[config.mk]
export PLATFORM = sky130hd
export DESIGN_NAME = cbt_ctrl
export DESIGN_NICKNAME = d
export VERILOG_FILES = /design/src/rtl/cbt_pkg.sv /design/src/rtl/cbt_ctrl.sv
export SDC_FILE = /design/constraint.sdc
export NUM_CORES = 1
export LEC_CHECK = 0
export BUFFER_PORTS_ARGS = -buffer_cell sky130_fd_sc_hd__buf_2
export CORE_MARGIN = 2
export CORE_UTILIZATION = 54
export DETAILED_ROUTE_END_ITERATION = 6
export PLACE_DENSITY = 0.94
export RECOVER_POWER = 50
export SYNTH_ARGS = -nofsm -noshare
export SYNTH_HDL_FRONTEND = slang
export SYNTH_SLANG_ARGS = --single-unit
[constraint.sdc]
create_clock -name clock -period 3.1 [get_ports clock]
set_clock_uncertainty 0.15 [all_clocks]
set_input_delay 0.465 -clock clock [delete_from_list [all_inputs] [get_ports clock]]
set_output_delay 0.465 -clock clock [all_outputs]
set_load 0.02 [all_outputs]
[src/rtl/cbt_pkg.sv]
// ----------------------------------------------------------------------------
// cbt_pkg
// Shared constants and controller/datapath command and status types for the
// cubic Bezier trajectory core.
// ----------------------------------------------------------------------------
`default_nettype none

package cbt_pkg;

   localparam int COORD_WIDTH_DEF = 20;

   localparam int N_WIDTH     = 6;
   localparam int T_WIDTH     = 17;
   localparam int ONE_INT     = 65536;
   localparam int SAMPLES_INT = 16;

   localparam int HELD_DEPTH   = 3;
   localparam int HELD_IDX_W   = 2;
   localparam int DIV_STEPS    = T_WIDTH;
   localparam int WEIGHT_SHIFT = 32;
   localparam int ROUND_SHIFT  = 16;

   localparam logic [N_WIDTH-1:0] SAMPLES_RESET = N_WIDTH'(SAMPLES_INT);
   localparam logic [T_WIDTH-1:0] ONE_Q16       = T_WIDTH'(ONE_INT);
   localparam logic [T_WIDTH-1:0] QUO_RESET     = T_WIDTH'(ONE_INT / SAMPLES_INT);
   localparam logic [N_WIDTH-1:0] REM_RESET     = N_WIDTH'(ONE_INT % SAMPLES_INT);

   typedef struct packed {
      logic                  store;
      logic [HELD_IDX_W-1:0] store_idx;
      logic                  seg_load;
      logic                  div_step;
      logic                  issue;
      logic                  issue_first;
      logic                  issue_last;
   } cmd_type;

   typedef struct packed {
      logic [N_WIDTH-1:0] n_eff;
      logic               pipe_busy;
      logic               adv;
   } status_type;

endpackage

`default_nettype wire

[src/rtl/cbt_ctrl.sv]
// ----------------------------------------------------------------------------
// cbt_ctrl
// Sequencer: tracks held control points, runs the t-step divider after a
// register write and issues one curve sample per unstalled cycle per segment.
// ----------------------------------------------------------------------------
`default_nettype none

module cbt_ctrl (
   input  wire                         clock,
   input  wire                         reset,
   input  wire                         req_valid,
   output logic                        req_ready,
   input  wire                         starts_path,
   input  wire                         csr_we,
   input  cbt_pkg::status_type         status,
   output cbt_pkg::cmd_type            cmd
);

   localparam logic [1:0] ST_IDLE   = 2'd0;
   localparam logic [1:0] ST_DIVIDE = 2'd1;
   localparam logic [1:0] ST_ISSUE  = 2'd2;

   localparam int NW = cbt_pkg::N_WIDTH;
   localparam int HW = cbt_pkg::HELD_IDX_W;

   logic [1:0]    state_ff, state_in;
   logic [HW-1:0] count_ff, count_in;
   logic [NW-1:0] idx_ff, idx_in;
   logic          last;

   always_comb begin
      state_in  = state_ff;
      count_in  = count_ff;
      idx_in    = idx_ff;
      cmd       = '0;
      req_ready = 1'b0;
      last      = 1'b0;
      case (state_ff)
         ST_IDLE: begin
            req_ready = !status.pipe_busy && !csr_we;
            if (csr_we) begin
               state_in = ST_DIVIDE;
               idx_in   = '0;
            end else if (req_valid && req_ready) begin
               if (starts_path) begin
                  cmd.store     = 1'b1;
                  cmd.store_idx = '0;
                  count_in      = HW'(1);
               end else if (count_ff != HW'(cbt_pkg::HELD_DEPTH)) begin
                  cmd.store     = 1'b1;
                  cmd.store_idx = count_ff;
                  count_in      = count_ff + HW'(1);
               end else begin
                  cmd.seg_load = 1'b1;
                  count_in     = HW'(1);
                  idx_in       = '0;
                  state_in     = ST_ISSUE;
               end
            end
         end
         ST_DIVIDE: begin
            cmd.div_step = 1'b1;
            idx_in       = idx_ff + NW'(1);
            if (idx_ff == NW'(cbt_pkg::DIV_STEPS - 1)) begin
               state_in = ST_IDLE;
            end
         end
         ST_ISSUE: begin
            if (status.adv) begin
               last            = (idx_ff == status.n_eff);
               cmd.issue       = 1'b1;
               cmd.issue_first = (idx_ff == '0);
               cmd.issue_last  = last;
               idx_in          = idx_ff + NW'(1);
               if (last) begin
                  state_in = ST_IDLE;
               end
            end
         end
         default: begin
            state_in = ST_IDLE;
         end
      endcase
   end

   always_ff @(posedge clock) begin
      if (reset) begin
         state_ff <= ST_IDLE;
         count_ff <= '0;
         idx_ff   <= '0;
      end else begin
         state_ff <= state_in;
         count_ff <= count_in;
         idx_ff   <= idx_in;
      end
   end

endmodule

`default_nettype wire

* Word level (Yosys, flattened, before mapping)
Index checks and enable logic that the tools add are counted.
** Storage, ports and cells
- Register bits after elaboration :: 10
- Bits of input ports :: 13
- Output and inout bits :: 9
- Logic and storage cells :: 54
** Cells by class
- $add $sub $neg :: 2
- Equality and inequality tests :: 11
- Muxes and demuxes :: 27
- Bitwise logic cells :: 1
- Reductions and logical operators :: 10
** Operator list (number)
- 6-bit two-way mux :: 5
- 2-bit two-way mux :: 9
- 6-bit case mux with 3 select lines :: 1
- 3-bit two-way mux :: 4
- 4-bit two-way mux :: 3
- 3-bit != test, second input constant :: 3
- 2-bit != test, second input constant :: 4
- 6-bit by 1-bit adder with 6-bit output, second input constant :: 1
- 6-bit by 5-bit equality test with 1-bit output, second input constant :: 1
- 6-bit equality test :: 1
- 6-bit zero test :: 1
- 2-bit case mux with 3 select lines :: 1
- 6-bit AND reduction :: 1
- 5-bit AND reduction :: 1
- 1-bit two-way mux :: 4
- 3-bit AND reduction :: 1
- 3-bit nonzero test :: 1
- 2-bit by 1-bit adder with 2-bit output, second input constant :: 1
- 2-bit by 1-bit equality test with 1-bit output, second input constant :: 1
- 2-bit equality test, second input constant :: 1
- 1-bit logical AND :: 2
- 1-bit zero test :: 2
- 2-bit zero test :: 1
- 1-bit NOT :: 1

* Longest topological paths before layout
Gate-level depths: netlist of run 1.
- Depth in word-level cells :: 6
- Depth in mapped cells :: 7
- Depth with buffers taken out :: 7

* Worst setup path before layout of run 1
OpenSTA, ideal clock, no wires.
- Path kind :: register -> output
- Start point :: register state_ff[0]
- End point :: output port cmd[5] (netlist name)
- Arrival time :: 1.785 ns
- Data required time :: 2.485 ns
- Slack :: 0.700 ns
- Cell stages (with the launch flop) :: 7
- Path buffers :: 0
- Path through :: dfxtp_1 inv_1 ha_1 nor3b_1 nand2_1 nor2_1 and2_1
** RTL lines
- start: declaration :: RTL line cbt_ctrl.sv:26 : logic [1:0] state_ff, state_in;
- start signal: assignment :: RTL line cbt_ctrl.sv:92 : state_ff <= state_in;
- end: declaration :: RTL line cbt_ctrl.sv:16 : output cbt_pkg::cmd_type cmd

==> flow_summary.ini, run 1 <==
[status]
status = finished clean

[yosys]
yosysSeqAreaShare = 0.261
ys_ff_latch = 10
synth-main-ff-cell = dfxtp_1
syn_inst = 98
ys_types = 28
yosysTopAreaCellShare = 0.261
synth_nets = 120
synthAdderAreaFrac = 0.147
yosysMostFrequentCell = nand2_1
syn_area_per_cell_um2 = 7.84
synth_compound_area_frac = 0.130
synth-simple-area-share = 0.308
synth_area_um2 = 768
synth.area.top_cells = dfxtp_1 (26%), ha_1 (15%), nand2_1 (6.8%), xor2_1 (6.8%), inv_1 (5.4%)
synth_xor_area_frac = 0.0684
synth_common_cells = nand2_1 (14), inv_1 (11), dfxtp_1 (10)
synth_top_family_by_area = simple AND/OR/NAND/NOR gates
synth_edf_count = 0
synth.area.mux_share = 0.0147
ys_warn_count = 0
synth-async-reset-ratio = 0
synth_area_leader_cell = dfxtp_1

[clocking]
clock-root-buffer = clkbuf_4
post_cts_resize_count = 0
cts_tree = yes
clkTransAtPathRegs_ns = 0.07
post-cts-setup-buffers = 0
cts.sinks = 10
clkLatencyLatePin_ns = 0.27
numCtsBuffers = 3
ctsHoldBuffers = 0
htreeDepth = 1
clockBufferDepth = 2

[place]
place_congestion = 0.840
port_buffers = 21
dpl_cell_area_um2 = 878
hpwlAfterDp_um = 1260
dp_cells = 133

[worst_setup_path]
slowest_stage = dfxtp_1
cpPeakStageDelay_ns = 0.33
crit_chain = inv_1 -> ha_1 -> nor3b_1 -> nand2_1 -> nor2_1 -> and2_0 -> buf_2
crit_path_start = state_ff[0]
cp-start-kind = flip-flop
crit_path_end_kind = output pin
path_max_fanout = 5
critical_path_class = reg2out
worstReg2RegStart = state_ff[0]
cp.required_ns = 2.48
critPathArrivalTime_ns = 1.81

[routing]
met2_length_um = 838
wirelength_um = 1600
drc = 0
routed_via_density = 5.51
top_layer = met4
dr_total_vias = 755
drt-pass1-iter-count = 4
ant_nets = 0
route.met3.wl_um = 78
met1_length_um = 669
wl_per_cell_um = 11.7
drt_iter0_markers = 16

[power]
p_leak_nw = 0.432
power_density_nw_per_um2 = 553
ir_drop_mv = 0.352
power_w = 0.000504

[global_routing]
antenna_found_initial = 0
first_global_vias = 662
grt_pass1_wl_um = 2670
track_usage = 0.195
grt_max_degree = 13
overflow = 0

[hold_path]
hold_start = idx_ff[5]
min_path_type = reg2reg

[finish]
num-fill-cells = 112
diodes = 0
regArea_um2 = 200
fin_nets = 145
multiInputGateArea_um2 = 513
instances_no_fill = 137
final_area_um2 = 911
drive_above_1_share = 0.213
syn_to_final_growth_pct = 18.6

[timing]
fmax_mhz = 412
finalCriticalPeriod_ns = 2.43
setup_viol = 0
worst_pin_slew_ns = 0.241
slew_viol_final = 0
period_share = 0.783
hold_ws_ns = 0.360
rsz0062_at_grt = false
hold_violations = 0
setup-tns-final_ns = 0
max-slew-margin-rel = 0.839

[floorplan]
die-area_um2 = 1740
row_count = 13
pin_count = 22
start_util = 0.583
coreArea_um2 = 1320
dieWidth_um = 41.7
die_y_um = 41.7

[job]
drv_cap = 0
[state kept, by name, summed over array words and instances, names as in the netlist]
name      flops
state_ff      2
idx_ff        6
count_ff      2
[through the flow]
stage          utilization  setup slack, ns
3_5_place_dp         0.667            0.984
6_report             0.691            0.673
5_1_grt              0.691            0.401
2_1_floorplan            -            0.700
4_1_cts              0.694            0.685
3_3_place_gp         0.667             1.04
[where the power goes]
| group | total [W] | internal (W) | switching, W |
|---|---|---|---|
| registers | 0.000157 | 0.000143 | 0.0000142 |
| logic | 0.000228 | 0.0000931 | 0.000135 |
| clock network | 0.000119 | 0.0000714 | 0.0000473 |
[worst paths after layout]
kind                                   to  slack (ns)  cells after the start
worst max-delay path               cmd[5]        0.67                      7
worst min-delay path            idx_ff[5]        0.36                      2
worst max register to register  idx_ff[5]        0.93                      7
worst min register to register  idx_ff[5]        0.36                      2
[cells by family (layout without fill, tap and decap cells)]
kind of cell / Yosys count / count (layout)
fa+ha+maj: 9 / 9
xor+xnor: 6 / 6
simple gates: 44 / 44
buf+inv: 12 / 36
compound gates: 16 / 16
mux: 1 / 1
flops: 10 / 10
[cell usage in the layout (no fill, tap or decap), drive strengths merged, types with 3 or more instances in the layout]
| cell type | n |
|---|---|
| buf | 18 |
| dfxtp | 10 |
| clkbuf | 7 |
| a21oi | 7 |
| nand3 | 4 |
| and2 | 3 |
| o21ai | 3 |
| nand2 | 14 |
| or4 | 3 |
| nor2 | 8 |
| inv | 11 |
| xor2 | 6 |
| ha | 9 |
[per-layer routing]
| metal | GRT usage | up-vias |
|---|---|---|
| met1 | 0.216 | 352 |
| met3 | 0.0696 | 2 |
| li1 | - | 380 |
| met5 | 0 | - |
| met2 | 0.350 | 21 |
| met4 | 0.0452 | 0 |
[final cells by class]
type                       count  area share
timing repair buffer          21       0.111
multi-input combinational     76       0.563
sequential                    10       0.220
clock buffer                   4      0.0398
tap                           15      0.0206
inverter                      11      0.0453
[critical path: cells and delay by family, from the launching register on]
| family | cells | cell delay, ns |
|---|---|---|
| simple gates | 4 | 0.75 |
| fa+ha+maj | 1 | 0.20 |
| flops | 1 | 0.33 |
| buf+inv | 2 | 0.28 |
(Power assumes the default switching activity.)
==> inputs of run 2 (changes only) <==
--- a/config.mk
+++ b/config.mk
@@ -7,9 +7,9 @@
 export LEC_CHECK = 0
 export BUFFER_PORTS_ARGS = -buffer_cell sky130_fd_sc_hd__buf_2
 export CORE_MARGIN = 2
-export CORE_UTILIZATION = 54
+export CORE_UTILIZATION = 50
 export DETAILED_ROUTE_END_ITERATION = 6
-export PLACE_DENSITY = 0.94
+export PLACE_DENSITY = 0.88
 export RECOVER_POWER = 50
 export SYNTH_ARGS = -nofsm -noshare
 export SYNTH_HDL_FRONTEND = slang
==> constraint.sdc (replaced) <==
create_clock -name clock -period 2.4 [get_ports clock]
set_clock_uncertainty 0.15 [all_clocks]
set_input_delay 0.36 -clock clock [delete_from_list [all_inputs] [get_ports clock]]
set_output_delay 0.36 -clock clock [all_outputs]
set_load 0.02 [all_outputs]
==> run 2 against run 1 <==
Flip-flop and latch count stayed put. Critical path type unchanged. Setup slack lost 0.48 ns. Sequential share of layout area decreased by 0.24 points. Highest routed layer unchanged. Sequential power rose by 28%. Critical path depth fell by 2. Utilization is 6.6 points lower. Final cell count grew 0.73%. Routed wire length grew 6.4%.
==> flow_summary.ini, run 2 (synthesized netlist as in run 1, its figures left out) <==
[clocking]
clockBufferDepth = 2
numCtsBuffers = 3
cts_tree = yes
htreeDepth = 1
post-cts-setup-buffers = 0
ctsHoldBuffers = 0
post_cts_resize_count = 0
cts.sinks = 10
clkLatencyLatePin_ns = 0.26
clock-root-buffer = clkbuf_4
clkTransAtPathRegs_ns = 0.07

[global_routing]
grt_max_degree = 13
antenna_found_initial = 0
track_usage = 0.208
overflow = 0
grt_pass1_wl_um = 2960
first_global_vias = 738

[worst_setup_path]
path_max_fanout = 4
cp.required_ns = 1.89
cp.depth = 5
critPathBufInv = 2
crit_path_end_kind = output pin
worstSetupEndpoint = cmd[1]
cpPeakStageDelay_ns = 0.46
critical_path_class = reg2out
rrSetupSlack_ns = 0.20
crit_path_start = idx_ff[0]
regToRegEndpoint = idx_ff[5]
crit_family = simple AND/OR/NAND/NOR gates
critPathArrivalTime_ns = 1.69
slowest_stage = or4b_4
cp-start-kind = flip-flop
worstReg2RegStart = state_ff[0]
r2r_cells = 7
crit_chain = inv_1 -> ha_1 -> or4b_4 -> nor3_1 -> buf_2

[routing]
drc = 0
wirelength_um = 1700
ant_nets = 0
routed_via_density = 5.41
drt-pass1-iter-count = 4
wl_per_cell_um = 12.3
drt_iter0_markers = 28
dr_total_vias = 746

[finish]
diodes = 0
final_common_cell = buf_2
multiInputGateArea_um2 = 523
drive_above_1_share = 0.230
largest_reg_flops = 6
syn_to_final_growth_pct = 19.9
num-fill-cells = 138
fin_nets = 145
top_register = idx_ff
reg_top3 = idx_ff: 6 flops, count_ff: 2 flops, state_ff: 2 flops
layout_common_cells = buf_2 (17), nand2_1 (13), inv_1 (11), dfxtp_1 (10), ha_1 (9)
instances_no_fill = 138
regArea_um2 = 200

[power]
power.internal_w = 0.000398
ir_drop_mv = 0.378
pwr-share-comb = 0.459
switchingPower_w = 0.000256
power_density_nw_per_um2 = 710
clkPwrFrac = 0.234
p_sw_frac = 0.392
p_leak_nw = 0.432
power_frac_seq = 0.308

[hold_path]
min_path_type = in2reg
hold-path-cell-count = 2

[timing]
hold_violations = 0
fmax_mhz = 454
period_share = 0.918
setup-tns-final_ns = 0
worst_pin_slew_ns = 0.246
finalCriticalPeriod_ns = 2.20
rsz0062_at_grt = false
max-slew-margin-rel = 0.835
setup_viol = 0
slew_viol_final = 0

[floorplan]
start_util = 0.522
row_count = 14
dieWidth_um = 43.2
die_y_um = 43.2
pin_count = 22
coreArea_um2 = 1470
die-area_um2 = 1870

[place]
port_buffers = 21
hpwlAfterDp_um = 1310
dp_cells = 134
place_congestion = 0.760

[status]
status = finished clean

[job]
drv_cap = 0
run 2: worst min-delay path by stage:
stage | start | end
after floorplan | idx_ff[5] | idx_ff[5]
after global placement | idx_ff[5] | idx_ff[5]
after detailed placement | idx_ff[5] | idx_ff[5]
after CTS | reset | idx_ff[1]
after global routing | reset | idx_ff[0]
final | reset | idx_ff[1]
run 2: power by group through the flow:
stage | registers (W) | clock network (W) | logic [W]
2_1_floorplan | 0.000202 | 0 | 0.000229
3_3_place_gp | 0.000204 | 0 | 0.000285
3_5_place_dp | 0.000205 | 0 | 0.000293
4_1_cts | 0.000201 | 0.000154 | 0.000297
5_1_grt | 0.000205 | 0.000166 | 0.000337
6_report | 0.000201 | 0.000153 | 0.000300
run 2: area by class of cell:
| type | instances | share of cell area |
|---|---|---|
| multi-input cells | 76 | 0.568 |
| flip-flops and latches | 10 | 0.217 |
| repair buffers | 21 | 0.109 |
| inverters | 11 | 0.0448 |
| clock buffers | 4 | 0.0394 |
| well taps | 16 | 0.0217 |
run 2: worst register-to-register path, delay by kind of cell (launching register included):
family / cells / cell delay, ns
AND/OR/NAND/NOR: 3 / 0.85
AO/OA/AOI/OAI: 2 / 0.46
flip-flops: 1 / 0.36
adder cells (fa/ha/maj): 1 / 0.23
buffers and inverters: 1 / 0.09
run 2: metal layers:
metal  wire, um  GRT usage
met1        721      0.233
met2        835      0.373
met3        123     0.0426
met4         20     0.0909
met5          0          0
run 2: metrics by stage:
stage                     hold slack (ns)   util  worst slack (ns)  power [W]  instance area, um2
after global placement              0.343  0.598             0.314   0.000489                 880
after global routing                0.272  0.626            0.0319   0.000709                 921
after detailed placement            0.362  0.598             0.302   0.000498                 880
final                               0.256  0.626             0.198   0.000654                 921
after CTS                           0.258  0.622             0.133   0.000652                 916
after floorplan                     0.312      -             0.105   0.000430                 768
==> inputs of run 3 (changes only) <==
--- a/config.mk
+++ b/config.mk
@@ -5,11 +5,12 @@
 export SDC_FILE = /design/constraint.sdc
 export NUM_CORES = 1
 export LEC_CHECK = 0
+export ABC_AREA = 1
 export BUFFER_PORTS_ARGS = -buffer_cell sky130_fd_sc_hd__buf_2
 export CORE_MARGIN = 2
-export CORE_UTILIZATION = 50
+export CORE_UTILIZATION = 52
 export DETAILED_ROUTE_END_ITERATION = 6
-export PLACE_DENSITY = 0.88
+export PLACE_DENSITY = 0.89
 export RECOVER_POWER = 50
 export SYNTH_ARGS = -nofsm -noshare
 export SYNTH_HDL_FRONTEND = slang
==> run 3 against run 2 <==
Largest cell class unchanged. Highest routed layer unchanged. Non-clock buffer count stayed put. Sequential share of layout area is 2.1 points lower. Critical path depth is 4 higher. Critical path type unchanged. Clock-buffer cell count stayed put.
==> flow_summary.ini, run 3 <==
[timing]
finalCriticalPeriod_ns = 2.14
slew_viol_final = 0
fmax_mhz = 468
worst_pin_slew_ns = 0.370
hold_violations = 0
timing.final.ws_setup_ns = 0.265
max-slew-margin-rel = 0.751
setup_viol = 0
period_share = 0.890
rsz0062_at_grt = false
setup-tns-final_ns = 0

[yosys]
synthAdderAreaFrac = 0.123
ys_types = 26
synth_nets = 163
synth_edf_count = 0
yosysSeqAreaShare = 0.219
synth_area_leader_cell = dfxtp_1
ys_ff_latch = 10
synth.area.top_cells = dfxtp_1 (22%), nand2_1 (16%), ha_1 (12%), inv_1 (9.0%), nor2_1 (5.8%)
synth_compound_area_frac = 0.112
synth-async-reset-ratio = 0
synth-simple-area-share = 0.412
synth_xor_area_frac = 0.00959
synth_common_cells = nand2_1 (40), inv_1 (22), nor2_1 (14)
yosysMostFrequentCell = nand2_1
yosysTopAreaCellShare = 0.219
ys_warn_count = 0
synth_area_um2 = 913
syn_area_per_cell_um2 = 6.48
synth-main-ff-cell = dfxtp_1
syn_inst = 141
synth.area.mux_share = 0
synth_top_family_by_area = simple AND/OR/NAND/NOR gates

[routing]
drc = 0
wl_per_cell_um = 10.2
routed_via_density = 4.84
drt_iter0_markers = 17
drt-pass1-iter-count = 4
ant_nets = 0
wirelength_um = 1870
dr_total_vias = 886

[global_routing]
grt_max_degree = 9
grt_pass1_wl_um = 3110
antenna_found_initial = 0
overflow = 0
track_usage = 0.208
first_global_vias = 808

[finish]
fin_nets = 189
reg_top3 = idx_ff: 6 flops, count_ff: 2 flops, state_ff: 2 flops
largest_reg_flops = 6
final_common_cell = nand2_1
syn_to_final_growth_pct = 11.5
final_area_um2 = 1020
top_register = idx_ff
drive_above_1_share = 0.253
layout_common_cells = nand2_1 (41), inv_1 (22), buf_2 (20), nor2_1 (15), dfxtp_1 (10)
diodes = 0
fin_util = 0.603

[worst_setup_path]
cp.required_ns = 1.89
crit_path_end_kind = output pin
path_max_fanout = 4
cp-start-kind = flip-flop
critical_path_class = reg2out
critPathArrivalTime_ns = 1.63

[power]
power_density_nw_per_um2 = 710
p_leak_nw = 0.543
ir_drop_mv = 0.362

[clocking]
numCtsBuffers = 3
cts.sinks = 10
clkLatencyLatePin_ns = 0.26
clock-root-buffer = clkbuf_4
htreeDepth = 1
clkTransAtPathRegs_ns = 0.06
clockBufferDepth = 2
cts_tree = yes

[floorplan]
start_util = 0.541
row_count = 15
pin_count = 22
die_y_um = 45.9
dieWidth_um = 45.9
die-area_um2 = 2110
coreArea_um2 = 1690

[job]
drv_cap = 0

[hold_path]
min_path_type = in2reg

[place]
place_ws_ns = 0.481
port_buffers = 21
dpl_cell_area_um2 = 1040
place_congestion = 0.747
hpwlAfterDp_um = 1620

[status]
status = finished clean
run 3: changes by cell type after synthesis, sizes merged, moves of 2 or more:
cell    delta
o31ai      -2
and2       -3
or4        -3
nor2      +13
inv       +19
nand2b     -2
nand2     +29
or3        -2
xor2       -5
nand3      +4
run 3: kinds of logic after synthesis:
group                      count (synthesis)
and+or+nand+nor                           76
buffers and inverters                     30
AOI/OAI and AO/OA                         15
DFF                                       10
adders and majority gates                  9
xor gates and xnor gates                   1
run 3: worst paths after layout:
check	from	endpoint	slack, ns	depth (start not counted)
worst max-delay path	state_ff[1]	cmd[5]	0.26	9
worst min-delay path	reset	count_ff[1]	0.18	2
worst max register to register	state_ff[1]	idx_ff[1]	0.40	8
worst min register to register	count_ff[0]	count_ff[0]	0.38	2
run 3: timing repair:
item                                    4_1_cts  5_1_grt
gates resized for setup                       0        1
hold buffers                                  0        0
setup buffers                                 0        0
endpoints found under the setup margin        0        1
run 3: through the flow:
step,instances,total power (W),hold WS [ns]
after detailed placement,179,0.000643,0.372
after CTS,183,0.000797,0.174
after global routing,183,0.000793,0.190
after global placement,179,0.000629,0.365
after floorplan,141,0.000557,0.279
final,183,0.000723,0.183
run 3: cell type report:
cell class	count	area, um2
Clock buffer	4	36.3
Fill cell	162	671
Inverter	30	113
Multi-Input combinational cell	101	544
Sequential cell	10	200
Tap cell	17	21.3
Timing Repair Buffer	21	104
run 3: report_power, final:
part,total (W),internal [W],switching [W]
Sequential,0.000227,0.000194,0.0000324
Combinational,0.000348,0.000124,0.000225
Clock,0.000148,0.0000921,0.0000560
Total,0.000723,0.000410,0.000313
run 3: worst max-delay path, cell delays in order (launching register included):
cell and delay, ns:
dfxtp_1 0.34, inv_1 0.10, ha_1 0.18, inv_1 0.07, nor2_4 0.08, inv_1 0.07
nor2_2 0.12, nand2_1 0.11, nor2_2 0.11, buf_2 0.17
run 3: routing by layer:
layer  vias up  share of wire  global-route usage
li1        479              -                   -
met1       375           0.41               0.214
met2        24           0.53               0.392
met3         8          0.027              0.0238
met4         0          0.033               0.120
met5         -              0                   0
